`src/uer_pkg.sv`:
```
`timescale 1ns / 1ps

package uer_pkg;

  // Field and register widths
  localparam int CNT_W      = 15;  // pulse width, elapsed counter
  localparam int DIST_W     = 19;
  localparam int CFG_W      = 22;
  localparam int TICK_W     = 6;
  localparam int S_TDATA_W  = 8;
  localparam int M_TDATA_W  = 40;
  localparam int APB_ADDR_W = 3;
  localparam int APB_DATA_W = 32;

  localparam logic [CFG_W-1:0] MIN_DIST_RST = CFG_W'(20000);
  localparam logic [CFG_W-1:0] MAX_DIST_RST = CFG_W'(4000000);
  localparam logic [CNT_W-1:0] CNT_MAX      = '1;

  // Register index, taken from paddr[2]
  localparam logic REG_MIN_DIST = 1'b0;
  localparam logic REG_MAX_DIST = 1'b1;

  // distance = floor(pulse * 500 / 29), done as pulse * RECIP_MULT >> RECIP_SHIFT
  localparam int DIST_SCALE  = 1000;
  localparam int CFG_SCALE   = 58;
  localparam int RECIP_SHIFT = 20;
  localparam int RECIP_W     = 25;
  localparam int RECIP_MULT  = (500 * (1 << RECIP_SHIFT) + 28) / 29;
  localparam int DIST_MAX    = (1 << DIST_W) - 1;
  // smallest pulse whose distance no longer fits the field
  localparam int DIST_SAT_PULSE = ((DIST_MAX + 1) * 29 + 499) / 500;

  typedef enum logic [2:0] {
    ST_OK           = 3'd0,
    ST_TOO_CLOSE    = 3'd1,
    ST_OUT_OF_RANGE = 3'd2,
    ST_TIMEOUT_HIGH = 3'd3,
    ST_TIMEOUT_LOW  = 3'd4
  } status_t;

  // What the sequencer hands to the range stage for one item
  typedef struct packed {
    logic             trig;
    logic             busy;
    logic             done;
    logic             measured;
    status_t          status;
    logic [CNT_W-1:0] pulse;
  } stage_t;

  typedef struct packed {
    status_t           status;
    logic [CNT_W-1:0]  pulse;
    logic [DIST_W-1:0] dist_um;
  } range_t;

endpackage

```
`src/ultrasonic_echo_ranger.sv`:
```
`timescale 1ns / 1ps

// Ultrasonic echo ranger for an HC-SR04 style sensor. Each input transfer is
// either a one-microsecond tick carrying the sampled echo level (tuser = 0) or
// a start request (tuser = 1); every input transfer yields exactly one output
// transfer with the trigger level to drive, a busy flag, and, on the tick that
// ends a measurement, tuser = 1 with status, echo pulse width and distance in
// micrometres (floor(pulse*1000/58), saturated to the field). A start request
// while busy is ignored. The block takes one transfer per clock, every clock,
// as long as the output side keeps taking results. The sequencer state updates
// on acceptance, then a registered stage feeds the distance multiplier and
// limit compares ahead of the output register. Limits are set through the APB
// port (min at 0x0, max at 0x4) and should be written only while no
// measurement is in flight.
module ultrasonic_echo_ranger #(
  parameter int PRELOW_US  = 2,
  parameter int TRIGGER_US = 10,
  parameter int SETTLE_US  = 50,
  parameter int TIMEOUT_US = 30000
) (
  input  logic                               clk,
  input  logic                               rst,
  // input stream
  input  logic                               s_tvalid,
  output logic                               s_tready,
  input  logic [uer_pkg::S_TDATA_W-1:0]      s_tdata,   // [0] echo_level
  input  logic                               s_tuser,   // [0] req_type
  // result stream
  output logic                               m_tvalid,
  input  logic                               m_tready,
  // [0] trigger_level, [1] busy_res, [4:2] status, [19:5] pulse_width_us,
  // [38:20] distance_um
  output logic [uer_pkg::M_TDATA_W-1:0]      m_tdata,
  output logic                               m_tuser,   // [0] done_res
  // configuration
  input  logic                               psel,
  input  logic                               penable,
  input  logic                               pwrite,
  input  logic [uer_pkg::APB_ADDR_W-1:0]     paddr,
  input  logic [uer_pkg::APB_DATA_W-1:0]     pwdata,
  output logic [uer_pkg::APB_DATA_W-1:0]     prdata,
  output logic                               pready
);
  import uer_pkg::*;

  typedef enum logic [2:0] {
    PH_IDLE,
    PH_PRELOW,
    PH_TRIG,
    PH_SETTLE,
    PH_WAITHI,
    PH_WAITLO
  } phase_t;

  localparam logic [TICK_W-1:0] PRELOW_V  = TICK_W'(PRELOW_US);
  localparam logic [TICK_W-1:0] TRIGGER_V = TICK_W'(TRIGGER_US);
  localparam logic [TICK_W-1:0] SETTLE_V  = TICK_W'(SETTLE_US);
  localparam logic [CNT_W-1:0]  TIMEOUT_V = CNT_W'(TIMEOUT_US);

  // configuration registers
  logic [CFG_W-1:0] min_distance_um;
  logic [CFG_W-1:0] max_distance_um;
  logic             cfg_write;

  // sequencer state
  phase_t           phase, phase_next;
  logic [TICK_W-1:0] phase_ticks, phase_ticks_next, ticks_inc;
  logic [CNT_W-1:0] elapsed, elapsed_next, elapsed_inc;
  logic [CNT_W-1:0] echo_high, echo_high_next;
  logic             timed_out;

  // pipeline
  logic             s_accept;
  logic             stage_en, out_en;
  logic             stage_valid;
  stage_t           stage, stage_next;
  range_t           range;
  range_t           out_rng;
  logic             out_trig, out_busy, out_done;

  logic             req;
  logic             echo;

  assign req  = s_tuser;
  assign echo = s_tdata[0];

  // ---------------------------------------------------------------------------
  // APB: zero-wait writes and reads; paddr[2] picks the register
  // ---------------------------------------------------------------------------
  assign pready    = 1'b1;
  assign cfg_write = psel && penable && pwrite && pready;

  always_ff @(posedge clk) begin
    if (rst) begin
      min_distance_um <= MIN_DIST_RST;
      max_distance_um <= MAX_DIST_RST;
    end else if (cfg_write) begin
      if (paddr[2] == REG_MAX_DIST) begin
        max_distance_um <= pwdata[CFG_W-1:0];
      end else begin
        min_distance_um <= pwdata[CFG_W-1:0];
      end
    end
  end

  assign prdata = (paddr[2] == REG_MAX_DIST) ? APB_DATA_W'(max_distance_um)
                                             : APB_DATA_W'(min_distance_um);

  // ---------------------------------------------------------------------------
  // Flow control: the output register drains first, the stage register moves
  // into it, and the input side follows whenever the stage register frees up.
  // ---------------------------------------------------------------------------
  assign out_en   = !m_tvalid || m_tready;
  assign stage_en = !stage_valid || out_en;
  assign s_tready = stage_en;
  assign s_accept = s_tvalid && s_tready;

  // ---------------------------------------------------------------------------
  // Sequencer: next state and per-item result for the item on the input
  // ---------------------------------------------------------------------------
  assign ticks_inc   = phase_ticks + TICK_W'(1);
  // the elapsed budget saturates rather than wrapping
  assign elapsed_inc = (elapsed == CNT_MAX) ? elapsed : elapsed + CNT_W'(1);
  assign timed_out   = elapsed_inc >= TIMEOUT_V;

  always_comb begin
    phase_next          = phase;
    phase_ticks_next    = phase_ticks;
    elapsed_next        = elapsed;
    echo_high_next      = echo_high;
    stage_next.done     = 1'b0;
    stage_next.measured = 1'b0;
    stage_next.status   = ST_OK;
    stage_next.pulse    = '0;

    if (req) begin
      // start only from idle; a start while busy is dropped
      if (phase == PH_IDLE) begin
        phase_next       = PH_PRELOW;
        phase_ticks_next = '0;
      end
    end else begin
      unique case (phase)
        PH_IDLE: begin
        end
        PH_PRELOW: begin
          phase_ticks_next = ticks_inc;
          if (ticks_inc >= PRELOW_V) begin
            phase_next       = PH_TRIG;
            phase_ticks_next = '0;
          end
        end
        PH_TRIG: begin
          phase_ticks_next = ticks_inc;
          if (ticks_inc >= TRIGGER_V) begin
            phase_ticks_next = '0;
            if (SETTLE_US == 0) begin
              // no settle time: start waiting for the echo right away
              phase_next     = PH_WAITHI;
              elapsed_next   = '0;
              echo_high_next = '0;
            end else begin
              phase_next = PH_SETTLE;
            end
          end
        end
        PH_SETTLE: begin
          phase_ticks_next = ticks_inc;
          if (ticks_inc >= SETTLE_V) begin
            phase_ticks_next = '0;
            phase_next       = PH_WAITHI;
            elapsed_next     = '0;
            echo_high_next   = '0;
          end
        end
        PH_WAITHI: begin
          elapsed_next = elapsed_inc;
          // the echo sample wins over the timeout on the same tick
          if (echo) begin
            phase_next     = PH_WAITLO;
            echo_high_next = CNT_W'(1);
          end else if (timed_out) begin
            stage_next.done   = 1'b1;
            stage_next.status = ST_TIMEOUT_HIGH;
          end
        end
        PH_WAITLO: begin
          elapsed_next = elapsed_inc;
          if (!echo) begin
            stage_next.done     = 1'b1;
            stage_next.measured = 1'b1;
            stage_next.pulse    = echo_high;
          end else if (timed_out) begin
            stage_next.done   = 1'b1;
            stage_next.status = ST_TIMEOUT_LOW;
          end else if (echo_high != CNT_MAX) begin
            echo_high_next = echo_high + CNT_W'(1);
          end
        end
        default: begin
          phase_next = PH_IDLE;
        end
      endcase

      if (stage_next.done) begin
        phase_next       = PH_IDLE;
        phase_ticks_next = '0;
      end
    end

    stage_next.trig = (phase_next == PH_TRIG);
    stage_next.busy = (phase_next != PH_IDLE);
  end

  always_ff @(posedge clk) begin
    if (rst) begin
      phase       <= PH_IDLE;
      phase_ticks <= '0;
      elapsed     <= '0;
      echo_high   <= '0;
      stage_valid <= 1'b0;
      m_tvalid    <= 1'b0;
    end else begin
      if (s_accept) begin
        phase       <= phase_next;
        phase_ticks <= phase_ticks_next;
        elapsed     <= elapsed_next;
        echo_high   <= echo_high_next;
      end
      if (stage_en) begin
        stage_valid <= s_accept;
      end
      if (out_en) begin
        m_tvalid <= stage_valid;
      end
    end
  end

  // stage register: per-item sequencer result
  always_ff @(posedge clk) begin
    if (s_accept) begin
      stage <= stage_next;
    end
  end

  // ---------------------------------------------------------------------------
  // Range stage: distance and limit classification, then the output register
  // ---------------------------------------------------------------------------
  uer_range_calc u_range_calc (
    .stage           (stage),
    .min_distance_um (min_distance_um),
    .max_distance_um (max_distance_um),
    .range           (range)
  );

  always_ff @(posedge clk) begin
    if (out_en && stage_valid) begin
      out_rng  <= range;
      out_trig <= stage.trig;
      out_busy <= stage.busy;
      out_done <= stage.done;
    end
  end

  assign m_tdata = {1'b0, out_rng.dist_um, out_rng.pulse, out_rng.status, out_busy, out_trig};
  assign m_tuser = out_done;

endmodule

```
`src/uer_range_calc.sv`:
```
`timescale 1ns / 1ps

module uer_range_calc (
  input  uer_pkg::stage_t               stage,
  input  logic [uer_pkg::CFG_W-1:0]     min_distance_um,
  input  logic [uer_pkg::CFG_W-1:0]     max_distance_um,
  output uer_pkg::range_t               range
);
  import uer_pkg::*;

  localparam int PROD_W = RECIP_W + CNT_W;
  localparam int CMP_W  = CFG_W + 6;

  logic [PROD_W-1:0] dist_prod;
  logic [DIST_W-1:0] dist_sat;
  logic [CMP_W-1:0]  scaled;
  logic [CMP_W-1:0]  min_scaled;
  logic [CMP_W-1:0]  max_scaled;
  status_t           meas_status;

  assign dist_prod = PROD_W'(stage.pulse) * PROD_W'(RECIP_MULT);
  // saturate on the pulse itself, which is narrower than the product
  assign dist_sat = (stage.pulse >= CNT_W'(DIST_SAT_PULSE)) ? DIST_W'(DIST_MAX)
                                                            : dist_prod[RECIP_SHIFT +: DIST_W];

  // classify on the exact distance: compare pulse*1000 against limit*58
  assign scaled     = CMP_W'(stage.pulse) * CMP_W'(DIST_SCALE);
  assign min_scaled = CMP_W'(min_distance_um) * CMP_W'(CFG_SCALE);
  assign max_scaled = CMP_W'(max_distance_um) * CMP_W'(CFG_SCALE);

  always_comb begin
    priority if (scaled < min_scaled) begin
      meas_status = ST_TOO_CLOSE;
    end else if (scaled > max_scaled) begin
      meas_status = ST_OUT_OF_RANGE;
    end else begin
      meas_status = ST_OK;
    end
  end

  always_comb begin
    if (stage.measured) begin
      range.status  = meas_status;
      range.pulse   = stage.pulse;
      range.dist_um = dist_sat;
    end else begin
      range.status  = stage.status;
      range.pulse   = '0;
      range.dist_um = '0;
    end
  end

endmodule

```
`config.mk`:
```
export PLATFORM = sky130hd
export DESIGN_NAME = ultrasonic_echo_ranger
export DESIGN_NICKNAME = d
export VERILOG_FILES = /design/src/uer_pkg.sv /design/src/ultrasonic_echo_ranger.sv /design/src/uer_range_calc.sv
export SDC_FILE = /design/constraint.sdc
export NUM_CORES = 1
export LEC_CHECK = 0
export ABC_AREA = 0
export BUFFER_PORTS_ARGS = -buffer_cell sky130_fd_sc_hd__buf_4
export CORE_UTILIZATION = 50
export CTS_CLUSTER_DIAMETER = 100
export DETAILED_ROUTE_END_ITERATION = 10
export PLACE_DENSITY = 0.66
export SLEW_MARGIN = 10
export SYNTH_ARGS = -nofsm -noshare
export SYNTH_HDL_FRONTEND = slang
export SYNTH_HIERARCHICAL = 1
export SYNTH_SLANG_ARGS = --single-unit
```
`constraint.sdc`:
```
create_clock -name clk -period 6.9 [get_ports clk]
set_input_delay 2.07 -clock clk [delete_from_list [all_inputs] [get_ports clk]]
set_output_delay 2.07 -clock clk [all_outputs]
set_load 0.1 [all_outputs]
```
==> summary.txt, run 1 <==
Floorplanning
  – Cell Rows: 74
  – Die Height: 205.2 µm
  – # IOs: 127
  – Die Area: 42110 µm²
  – Total core area: 40740 µm²
  – Starting density of the core: 50.68%
  – Die W: 205.2 µm

Yosys
  – Mapped cell area: 20640 µm²
  – Mapped Avg Cell Area: 9.354 µm²
  – Ys flop type: dfxtp_1
  – Synth Instances: 2207
  – Post-synthesis cell type count: 101
  – Flop and latch count out of synthesis: 146
  – Ys Warns: 6
  – Async set-reset flop share out of synthesis: 0%
  – Number of synthesized flops with an enable pin: 61
  – Seq/Total Area, Yosys: 17.12%

CTS
  – # H-tree levels: 4
  – CTS clk-pin slew, worst paths: 70 ps
  – CTS tree: done
  – Root buffer cell: clkbuf_16
  – # clock sinks: 146
  – Clock buffer depth: 2
  – CTS buffer count: 17
  – Clock latency on the worst-skew pair: 480 ps

Critical path
  – Worst R2R End: m_tdata[3]
  – Master of the slowest instance on the critical path: fa_1
  – CP delay by family, top: adder cells
  – R2R Setup Slk: 330 ps
  – Worst Setup Path Type: reg2reg
  – Reg2reg path depth: 25
  – Setup crit start kind: register
  – Slowest Stage Delay on Critical Path: 520 ps
  – Most common cell on crit path: o21ai_0
  – Required @ worst endpoint: 7130 ps
  – Worst path bufs/invs: 3
  – CP max FO: 4
  – Reg-to-reg critical path startpoint: stage[1]
  – Worst Setup SP: stage[1]
  – CP Capture Type: register
  – Crit path DAT: 6800 ps

Finish
  – Layout cells sized above 1: 10.68%
  – Most common cell after layout, fill and taps aside: inv_1
  – Most frequent cells in the layout: 406 x inv_1, 335 x ha_1, 235 x fa_1
  – Filler instances: 3710
  – Post-route cell area: 22710 µm²
  – Ant. Diodes: 0
  – Layout area overhead: 10.00%
  – NumNets Final: 2932

Global route
  – Largest net degree at the start of global routing: 75
  – Routing usage on met3: 4.736%
  – Initial antenna violation count: 0
  – Grt ovf: 0
  – Vias in the first global route: 15262
  – First-pass GRT wire length: 77740 µm
  – GRT met2 Usage: 38.40%
  – Total track usage: 23.59%
  – GR Layer Usage met1: 31.69%
  – Global routing's busiest layer: met2

Timing
  – Final worst slack: 326.6 ps
  – Final slew viol count: 0
  – Final Hold Fails: 0
  – Setup Skew: 12.17 ps
  – Fmax achieved: 152.1 MHz
  – Slew @ Worst Pin: 1181 ps
  – Tcrit/Tclk final: 95.27%
  – Final Critical Period: 6573 ps
  – Relative slew margins: 21.13%
  – TNS Setup: 0 ps
  – Final Setup Violations: 0
  – RSZ-0062 raised after global routing: false

Route
  – Post-Route WL: 47820 µm
  – Antenna Nets Post-Route: 0
  – Average wire per standard cell: 16.76 µm
  – Iteration-0 DRC count of the detailed router: 671
  – First drt pass iteration count: 6
  – DR vias/cell: 5.458
  – DRC violations left: 0
  – Vias: 15576

Hold path
  – Hold_sp: stage[21]
  – Hold crit path type: reg2reg
  – Hold Path End: out_trig
  – Min-Delay Path Depth: 0

Outcome
  – Status: completed

Placement
  – Placed cell areas: 22020 µm²
  – Placer Congestion: 0.9476
  – HPWL after DPL: 39320 µm
  – Port Buf Inserts: 95
  – Pre-CTS WS: 284.5 ps

Run
  – MaxCap Viol Count: 0

Pwr
  – VDD IR-drop max: 0.3175 mV
  – Leakage: 11.12 nW
  – Pwr/cell area: 298.9 nW/µm²
## how the worst max path moves through the flow
stage	endpoint	slack (ps)	cells past startpoint
finish	m_tdata[3]	330	25
global route	m_tdata[3]	5	25
CTS	m_tdata[3]	250	26
detailed placement	m_tdata[3]	280	26
global placement	m_tdata[2]	370	26
floorplan	m_tdata[2]	860	25
## per-stage QoR
step,hold slack (ps),utilization (%),power [mW],cells
final,422.3,55.74,6.787,2854
after global routing,441.9,55.74,7.460,2854
after CTS,424.3,55.56,6.825,2847
after detailed placement,407.0,54.05,5.785,2815
after global placement,421.6,54.05,5.679,2815
after floorplan,400.3,-,4.734,2217
## cells in the mapped netlist, types with 8 or more instances
cell type	number	area share [%]
o2111ai_1	9	0.38
dfxtp_1	85	8.2
o211ai_1	16	0.58
nor2b_1	20	0.61
buf_4	18	0.65
nor4_1	10	0.30
xnor2_1	48	2.0
and3_1	15	0.45
nand4_1	16	0.48
nand3b_1	14	0.51
ha_1	336	20
clkbuf_1	34	0.62
edfxtp_1	61	8.9
nand2b_1	18	0.55
inv_1	408	7.4
a211oi_1	11	0.40
and2_1	24	0.73
or4_1	8	0.29
a21oi_1	147	3.6
or3_1	11	0.33
o21a_1	21	0.76
nand2_1	154	2.8
fa_1	236	23
o21ai_0	55	1.3
nand3_1	27	0.65
mux2_2	22	1.2
o21bai_1	8	0.29
nor3_1	39	0.95
a21o_1	34	1.2
nor2_1	121	2.2
xor2_1	38	1.6
## cell families (layout without fill, tap and decap cells)
group           Yosys count  in the layout  share of synthesized area [%]
fa+ha+maj               573            573                          43.30
simple gates            509            509                          12.52
buf+inv                 471            576                          8.958
compound gates          390            390                          12.81
flops                   146            146                          17.12
xor+xnor                 87             87                          3.727
mux                      29             29                          1.539
other cells               2             12                        0.03638
## sequential cells by signal, indices dropped and copies added, names as in the netlist
name / flops
echo_high: 15
elapsed: 15
m_tdata: 37
m_tuser: 1
m_tvalid: 1
max_distance_um: 22
min_distance_um: 22
out_busy: 1
out_trig: 1
phase: 3
phase_ticks: 6
stage: 21
stage_valid: 1
## timing repair
action | 4_1_cts | 5_1_grt
setup endpoints to repair | 0 | 2
resized for setup | 0 | 7
endpoints found under the hold margin | 0 | 0
hold buffers | 0 | 0
buffers inserted | 0 | 7
## where the power goes
part           internal (mW)  total (mW)  switching (mW)
registers              0.986        1.03          0.0425
logic                   2.00        4.77            2.77
clock network          0.521       0.987           0.466
## final cells by class
class | instances | area, µm² | area share (%)
Tap cell | 532 | 665.6 | 2.931
Timing Repair Buffer | 135 | 1026 | 4.518
Multi-Input combinational cell | 1600 | 15330 | 67.49
Clock inverter | 15 | 190.2 | 0.8375
Inverter | 409 | 1543 | 6.793
Clock buffer | 17 | 425.4 | 1.873
Sequential cell | 146 | 3533 | 15.56
## worst reg2reg max path, stage by stage (launching register included)
cell      delay [ps]
edfxtp_1         500
buf_4            190
fa_1             490
fa_1             520
inv_1             50
fa_1             500
fa_1             520
inv_1             40
ha_1             320
nand2_1           60
o21ai_0          220
o21ai_0          140
a21oi_1          240
nand2_1          110
o21ai_1          220
xor2_1           300
ha_1             300
a21o_1           180
a21oi_1          130
nor2b_1           60
o21ai_0          210
o21ai_0          170
a211oi_2         260
maj3_1           200
o21ai_0          140
a32o_1           250
## layer usage
layer / share of wire, % / vias to the layer above
met5: 0 / -
met4: 2.0 / 0
met3: 4.8 / 55
met2: 48 / 303
met1: 46 / 7636
li1: - / 7582
Power figures use the tool's default switching activity.
==> inputs of run 2 (changes only) <==
==> constraint.sdc (replaced) <==
create_clock -name clk -period 7.7 [get_ports clk]
set_input_delay 2.31 -clock clk [delete_from_list [all_inputs] [get_ports clk]]
set_output_delay 2.31 -clock clk [all_outputs]
set_load 0.1 [all_outputs]
==> run 2 against run 1 <==
Largest power group unchanged. Global-route usage down 0.093 points. Via count down 1.1%. Clock skew up 8.7 ps. Non-clock buffer count down 24. Critical path type unchanged. Hold slack worse by 0.69 ps. Combinational power down 11%. First-iteration DRC count up 26%. Critical endpoint is now m_tdata[2].
==> summary.txt, run 2 (synthesis results as in run 1) <==
Outcome
  – Status: completed

Timing
  – Tcrit/Tclk final: 89.95% (-5.3 points)
  – Slew @ Worst Pin: 1086 ps (-94.13 ps)
  – Final Critical Period: 6926 ps (+352.6 ps)
  – Final worst slack: 774.0 ps (+447.4 ps)
  – RSZ-0062 raised after global routing: false
  – TNS Setup: 0 ps (unchanged)
  – Final Setup Violations: 0 (unchanged)
  – Hold Slack: 421.6 ps (-0.6910 ps)
  – Fmax achieved: 144.4 MHz (-5.1%)
  – Relative slew margins: 27.36% (+6.2 points)
  – Final Hold Fails: 0 (unchanged)
  – Final slew viol count: 0 (unchanged)
  – Setup Skew: 20.87 ps (+8.693 ps)

CTS
  – CTS tree: done
  – Post-CTS Setup Bufs: 0 (unchanged)
  – CTS Hold Bufs: 0 (unchanged)
  – Clock latency on the worst-skew pair: 480 ps (about the same)
  – Root buffer cell: clkbuf_16
  – Clock buffer depth: 2 (unchanged)
  – # clock sinks: 146 (unchanged)
  – CTS clk-pin slew, worst paths: 70 ps (about the same)
  – Resize count post-CTS: 0 (unchanged)
  – CTS buffer count: 17 (unchanged)
  – # H-tree levels: 4 (unchanged)

Finish
  – Layout Cells excl Fill: 2830 (-0.84%)
  – Final core utilization: 55.10% (-0.64 points)
  – Post-route cell area: 22450 µm² (-1.2%)
  – NumNets Final: 2908 (-0.82%)
  – Multi-input gate area: 15310 µm² (about the same)
  – Filler instances: 3677 (-0.89%)
  – Sequential Area: 3533 µm² (unchanged)
  – Layout cells sized above 1: 9.443% (-1.2 points)
  – Most common cell after layout, fill and taps aside: inv_1
  – Max reg flops: 37 (unchanged)
  – Layout area overhead: 8.727%
  – Most frequent cells in the layout: 408 x inv_1, 336 x ha_1, 236 x fa_1
  – Ant. Diodes: 0 (unchanged)

Critical path
  – Slowest Stage Delay on Critical Path: 630 ps (+110 ps)
  – Most common cell on crit path: fa_1
  – CP delay by family, top: adder cells
  – Worst Setup Path Type: reg2reg
  – Crit path DAT: 7120 ps (+320 ps)
  – Reg2reg path depth: 25 (unchanged)
  – CP max FO: 6 (+2)
  – Master of the slowest instance on the critical path: fa_1
  – Setup crit start kind: register
  – Worst path bufs/invs: 2 (-1)
  – Required @ worst endpoint: 7890 ps (+760 ps)
  – CP Capture Type: register
  – Total stage count of the critical path: 25 (unchanged)

Global route
  – First-pass GRT wire length: 77770 µm (about the same)
  – Largest net degree at the start of global routing: 75 (unchanged)
  – Vias in the first global route: 15278 (+0.10%)
  – Total track usage: 23.50% (-0.093 points)
  – Initial antenna violation count: 0 (unchanged)
  – Grt ovf: 0 (unchanged)

Placement
  – Placer Congestion: 0.9231 (-2.6%)
  – HPWL after DPL: 39000 µm (-0.82%)
  – Pre-CTS WS: 780.9 ps (+496.4 ps)
  – Port Buf Inserts: 95 (unchanged)
  – Placed cell areas: 21870 µm² (-0.67%)
  – Placed cells: 2797 (-0.64%)

Floorplanning
  – Total core area: 40740 µm² (unchanged)
  – Die W: 205.2 µm (unchanged)
  – Die Area: 42110 µm² (unchanged)
  – # IOs: 127 (unchanged)
  – Starting density of the core: 50.68% (unchanged)
  – Die Height: 205.2 µm (unchanged)
  – Cell Rows: 74 (unchanged)

Route
  – Iteration-0 DRC count of the detailed router: 848 (+26%)
  – DR vias/cell: 5.446 (-0.21%)
  – Average wire per standard cell: 16.82 µm (+0.39%)
  – DRC violations left: 0 (unchanged)
  – Vias: 15412 (-1.1%)
  – Post-Route WL: 47610 µm (-0.45%)
  – First drt pass iteration count: 5 (-1)
  – Antenna Nets Post-Route: 0 (unchanged)

Hold path
  – Hold crit path type: reg2reg
  – Min-Delay Path Depth: 0 (unchanged)

Pwr
  – Tot Pwr: 5.996 mW (-12%)
  – VDD IR-drop max: 0.2451 mV (-23%)
  – Pwr/cell area: 267.1 nW/µm² (-11%)
  – Leakage: 10.99 nW (-1.2%)

Run
  – MaxCap Viol Count: 0 (unchanged)
[run 2: power by group]
| group | total, mW | switching (mW) | internal, mW |
|---|---|---|---|
| Clock | 0.830 | 0.405 | 0.425 |
| Sequential | 0.924 | 0.0405 | 0.884 |
| Combinational | 4.24 | 2.48 | 1.76 |
| Total | 6.00 | 2.93 | 3.07 |
[run 2: worst paths after layout]
| kind | slack, ps | from | to |
|---|---|---|---|
| worst max-delay path | 770 | stage[1] | m_tdata[2] |
| worst min-delay path | 420 | stage[21] | out_trig |
| worst min register to register | 420 | stage[21] | out_trig |
| worst max register to register | 770 | stage[1] | m_tdata[2] |
[run 2: per-layer routing]
metal	global-route usage (%)	share of wire (%)	vias to the layer above
li1	-	-	7534
met1	32.29	46	7578
met2	38.39	48	258
met3	3.991	4.2	42
met4	5.794	1.4	0
met5	0	0	-
[run 2: layout make-up]
type                       instances  share of cell area, %
clock buffer                      18                  1.912
clock inverter                    14                 0.5574
inverter                         409                  6.839
multi-input combinational       1600                  68.22
sequential                       146                  15.74
tap                              532                  2.965
timing repair buffer             111                  3.768
==> inputs of run 3 (changes only) <==
==> constraint.sdc (replaced) <==
create_clock -name clk -period 8.7 [get_ports clk]
set_input_delay 2.61 -clock clk [delete_from_list [all_inputs] [get_ports clk]]
set_output_delay 2.61 -clock clk [all_outputs]
set_load 0.1 [all_outputs]
==> run 3 against run 2 <==
Maximum frequency decreased by 4.0%. Largest power group unchanged. Routed wire length fell by 0.60%. Clock power decreased by 8.1%. Worst setup slack better by 710 ps. Sequential share of layout area about the same. Register-to-register slack improved by 710 ps. Critical path type unchanged. Critical path depth down 1. Via count fell by 0.19%. Final cell count is 0.25% lower.
==> summary.txt, run 3 (synthesis results as in run 1) <==
CTS
  – # clock sinks: 146 (unchanged)
  – Post-CTS Setup Bufs: 0 (unchanged)
  – # H-tree levels: 4 (unchanged)
  – CTS clk-pin slew, worst paths: 70 ps (about the same)
  – CTS buffer count: 17 (unchanged)
  – Clock latency on the worst-skew pair: 470 ps (about the same)
  – CTS tree: done
  – Resize count post-CTS: 0 (unchanged)
  – Root buffer cell: clkbuf_16
  – CTS Hold Bufs: 0 (unchanged)
  – Clock buffer depth: 2 (unchanged)

Placement
  – Placed cell areas: 21820 µm² (-0.24%)
  – HPWL after DPL: 38590 µm (-1.1%)
  – Placer Congestion: 0.9327 (+1.0%)
  – Port Buf Inserts: 95 (unchanged)
  – Placed cells: 2790 (-0.25%)

Critical path
  – CP max FO: 9 (+3)
  – R2R Setup Slk: 1480 ps (+710 ps)
  – Setup crit start kind: register
  – Master of the slowest instance on the critical path: edfxtp_1
  – Crit path DAT: 7440 ps (+320 ps)
  – Slowest Stage Delay on Critical Path: 780 ps (+150 ps)
  – Required @ worst endpoint: 8930 ps (+1040 ps)
  – Worst R2R End: m_tdata[3]
  – CP Cell Sequence: inv_1 -> ha_1 -> inv_1 -> ha_1 -> inv_1 -> fa_1 -> fa_1 -> inv_1 -> ha_1 -> nor2b_1 -> o21a_1 -> o21ai_0 -> a211o_1 -> a21oi_1 -> nor2_1 -> a21oi_1 -> a41o_1 -> o41ai_1 -> xnor2_1 -> ha_1 -> nand4_1 -> nor4_1 -> a311oi_1 -> a32o_1
  – CP Capture Type: register
  – Reg2reg path depth: 24 (-4.0%)
  – Worst Setup Path Type: reg2reg
  – Reg-to-reg critical path startpoint: stage[1]

Pwr
  – VDD IR-drop max: 0.2147 mV (-12%)
  – Clk network pwr share: 14.3% (+0.5 points)
  – Int Pwr: 2.744 mW (-10%)
  – Reg power frac: 15.5% (about the same)
  – Pwr/cell area: 237.2 nW/µm² (-11%)
  – Logic pwr share: 70.2% (-0.5 points)
  – Sw Pwr: 2.576 mW (-12%)
  – Sw frac: 48.43% (-0.45 points)
  – Leakage: 10.96 nW (-0.22%)

Route
  – Antenna Nets Post-Route: 0 (unchanged)
  – Vias: 15383 (-0.19%)
  – First drt pass iteration count: 7 (+2)
  – DR vias/cell: 5.449 (about the same)
  – DRC violations left: 0 (unchanged)
  – Average wire per standard cell: 16.76 µm (-0.35%)
  – Post-Route WL: 47320 µm (-0.60%)
  – Iteration-0 DRC count of the detailed router: 791 (-6.7%)

Floorplanning
  – # IOs: 127 (unchanged)
  – Starting density of the core: 50.68% (unchanged)
  – Total core area: 40740 µm² (unchanged)
  – Cell Rows: 74 (unchanged)
  – Die W: 205.2 µm (unchanged)
  – Die Height: 205.2 µm (unchanged)
  – Die Area: 42110 µm² (unchanged)

Global route
  – First-pass GRT wire length: 77850 µm (+0.11%)
  – Total track usage: 23.59% (+0.090 points)
  – Vias in the first global route: 15171 (-0.70%)
  – Grt ovf: 0 (unchanged)
  – Largest net degree at the start of global routing: 75 (unchanged)
  – Initial antenna violation count: 0 (unchanged)

Timing
  – TNS Setup: 0 ps (unchanged)
  – Slew @ Worst Pin: 1105 ps (+18.08 ps)
  – Hold Slack: 428.6 ps (+7.046 ps)
  – Tcrit/Tclk final: 82.93% (-7.0 points)
  – Final Critical Period: 7215 ps (+289.3 ps)
  – Final Hold Fails: 0 (unchanged)
  – Final Setup Violations: 0 (unchanged)
  – Fmax achieved: 138.6 MHz (-4.0%)
  – RSZ-0062 raised after global routing: false
  – Final slew viol count: 0 (unchanged)
  – Relative slew margins: 26.15% (-1.2 points)
  – Setup Skew: 14.78 ps (-6.085 ps)

Finish
  – NumNets Final: 2901 (-0.24%)
  – Post-route cell area: 22430 µm² (about the same)
  – Layout Cells excl Fill: 2823 (-0.25%)
  – Most frequent cells in the layout: 408 x inv_1, 336 x ha_1, 236 x fa_1
  – Ant. Diodes: 0 (unchanged)
  – Max reg flops: 37 (unchanged)
  – Layout cells sized above 1: 9.123% (-0.32 points)
  – Filler instances: 3725 (+1.3%)
  – Most common cell after layout, fill and taps aside: inv_1
  – Layout area overhead: 8.624% (about the same)

Hold path
  – Hold Path End: m_tuser
  – Hold crit path type: reg2reg
  – Min-Delay Path Depth: 0 (unchanged)
  – Hold_sp: stage[19]

Run
  – MaxCap Viol Count: 0 (unchanged)

Outcome
  – Status: completed
[run 3: per-stage QoR]
step	setup slack [ps]	utilization [%]	power [mW]
final	1485	55.05	5.320
after global routing	1066	55.05	5.876
after CTS	1534	55.00	5.376
after detailed placement	1559	53.56	4.566
after global placement	1635	53.56	4.478
after floorplan	2324	-	3.755
[run 3: how the worst max path moves through the flow]
stage | start | end | slack, ps | depth (start not counted)
floorplan | paddr[2] | prdata[10] | 2320 | 3
global placement | stage[1] | m_tdata[3] | 1630 | 24
detailed placement | stage[1] | m_tdata[3] | 1560 | 24
CTS | stage[1] | m_tdata[3] | 1530 | 24
global route | stage[1] | m_tdata[2] | 1070 | 27
finish | stage[1] | m_tdata[3] | 1480 | 24
[run 3: routing by layer]
metal	wire, µm	GRT usage, %	up-vias
met3	1922	4.245	40
met2	22830	38.60	300
met5	0	0	-
met1	21930	32.38	7517
li1	-	-	7526
met4	650	5.370	0
[run 3: final cells by class]
| cell class | count | area, µm² | area share [%] |
|---|---|---|---|
| tap | 532 | 665.6 | 2.968 |
| timing repair buffer | 104 | 793.3 | 3.537 |
| sequential | 146 | 3533 | 15.76 |
| clock buffer | 19 | 442.9 | 1.975 |
| clock inverter | 13 | 142.6 | 0.6361 |
| inverter | 409 | 1535 | 6.846 |
| multi-input combinational | 1600 | 15310 | 68.28 |
[run 3: critical path: cells and delay by family (launching register included)]
family / cells / cell delay [ps]
flip-flops: 1 / 780
XOR/XNOR: 1 / 220
AND/OR/NAND/NOR: 4 / 940
adder cells (fa/ha/maj): 6 / 2510
buffers and inverters: 4 / 530
AO/OA/AOI/OAI: 9 / 2000
[run 3: power by group through the flow]
stage          clock network (mW)  logic (mW)  registers, mW
2_1_floorplan                   0        2.72           1.03
3_3_place_gp                    0        3.64          0.838
3_5_place_dp                    0        3.73          0.840
4_1_cts                     0.782        3.77          0.825
5_1_grt                     0.811        4.24          0.829
6_report                    0.763        3.73          0.823
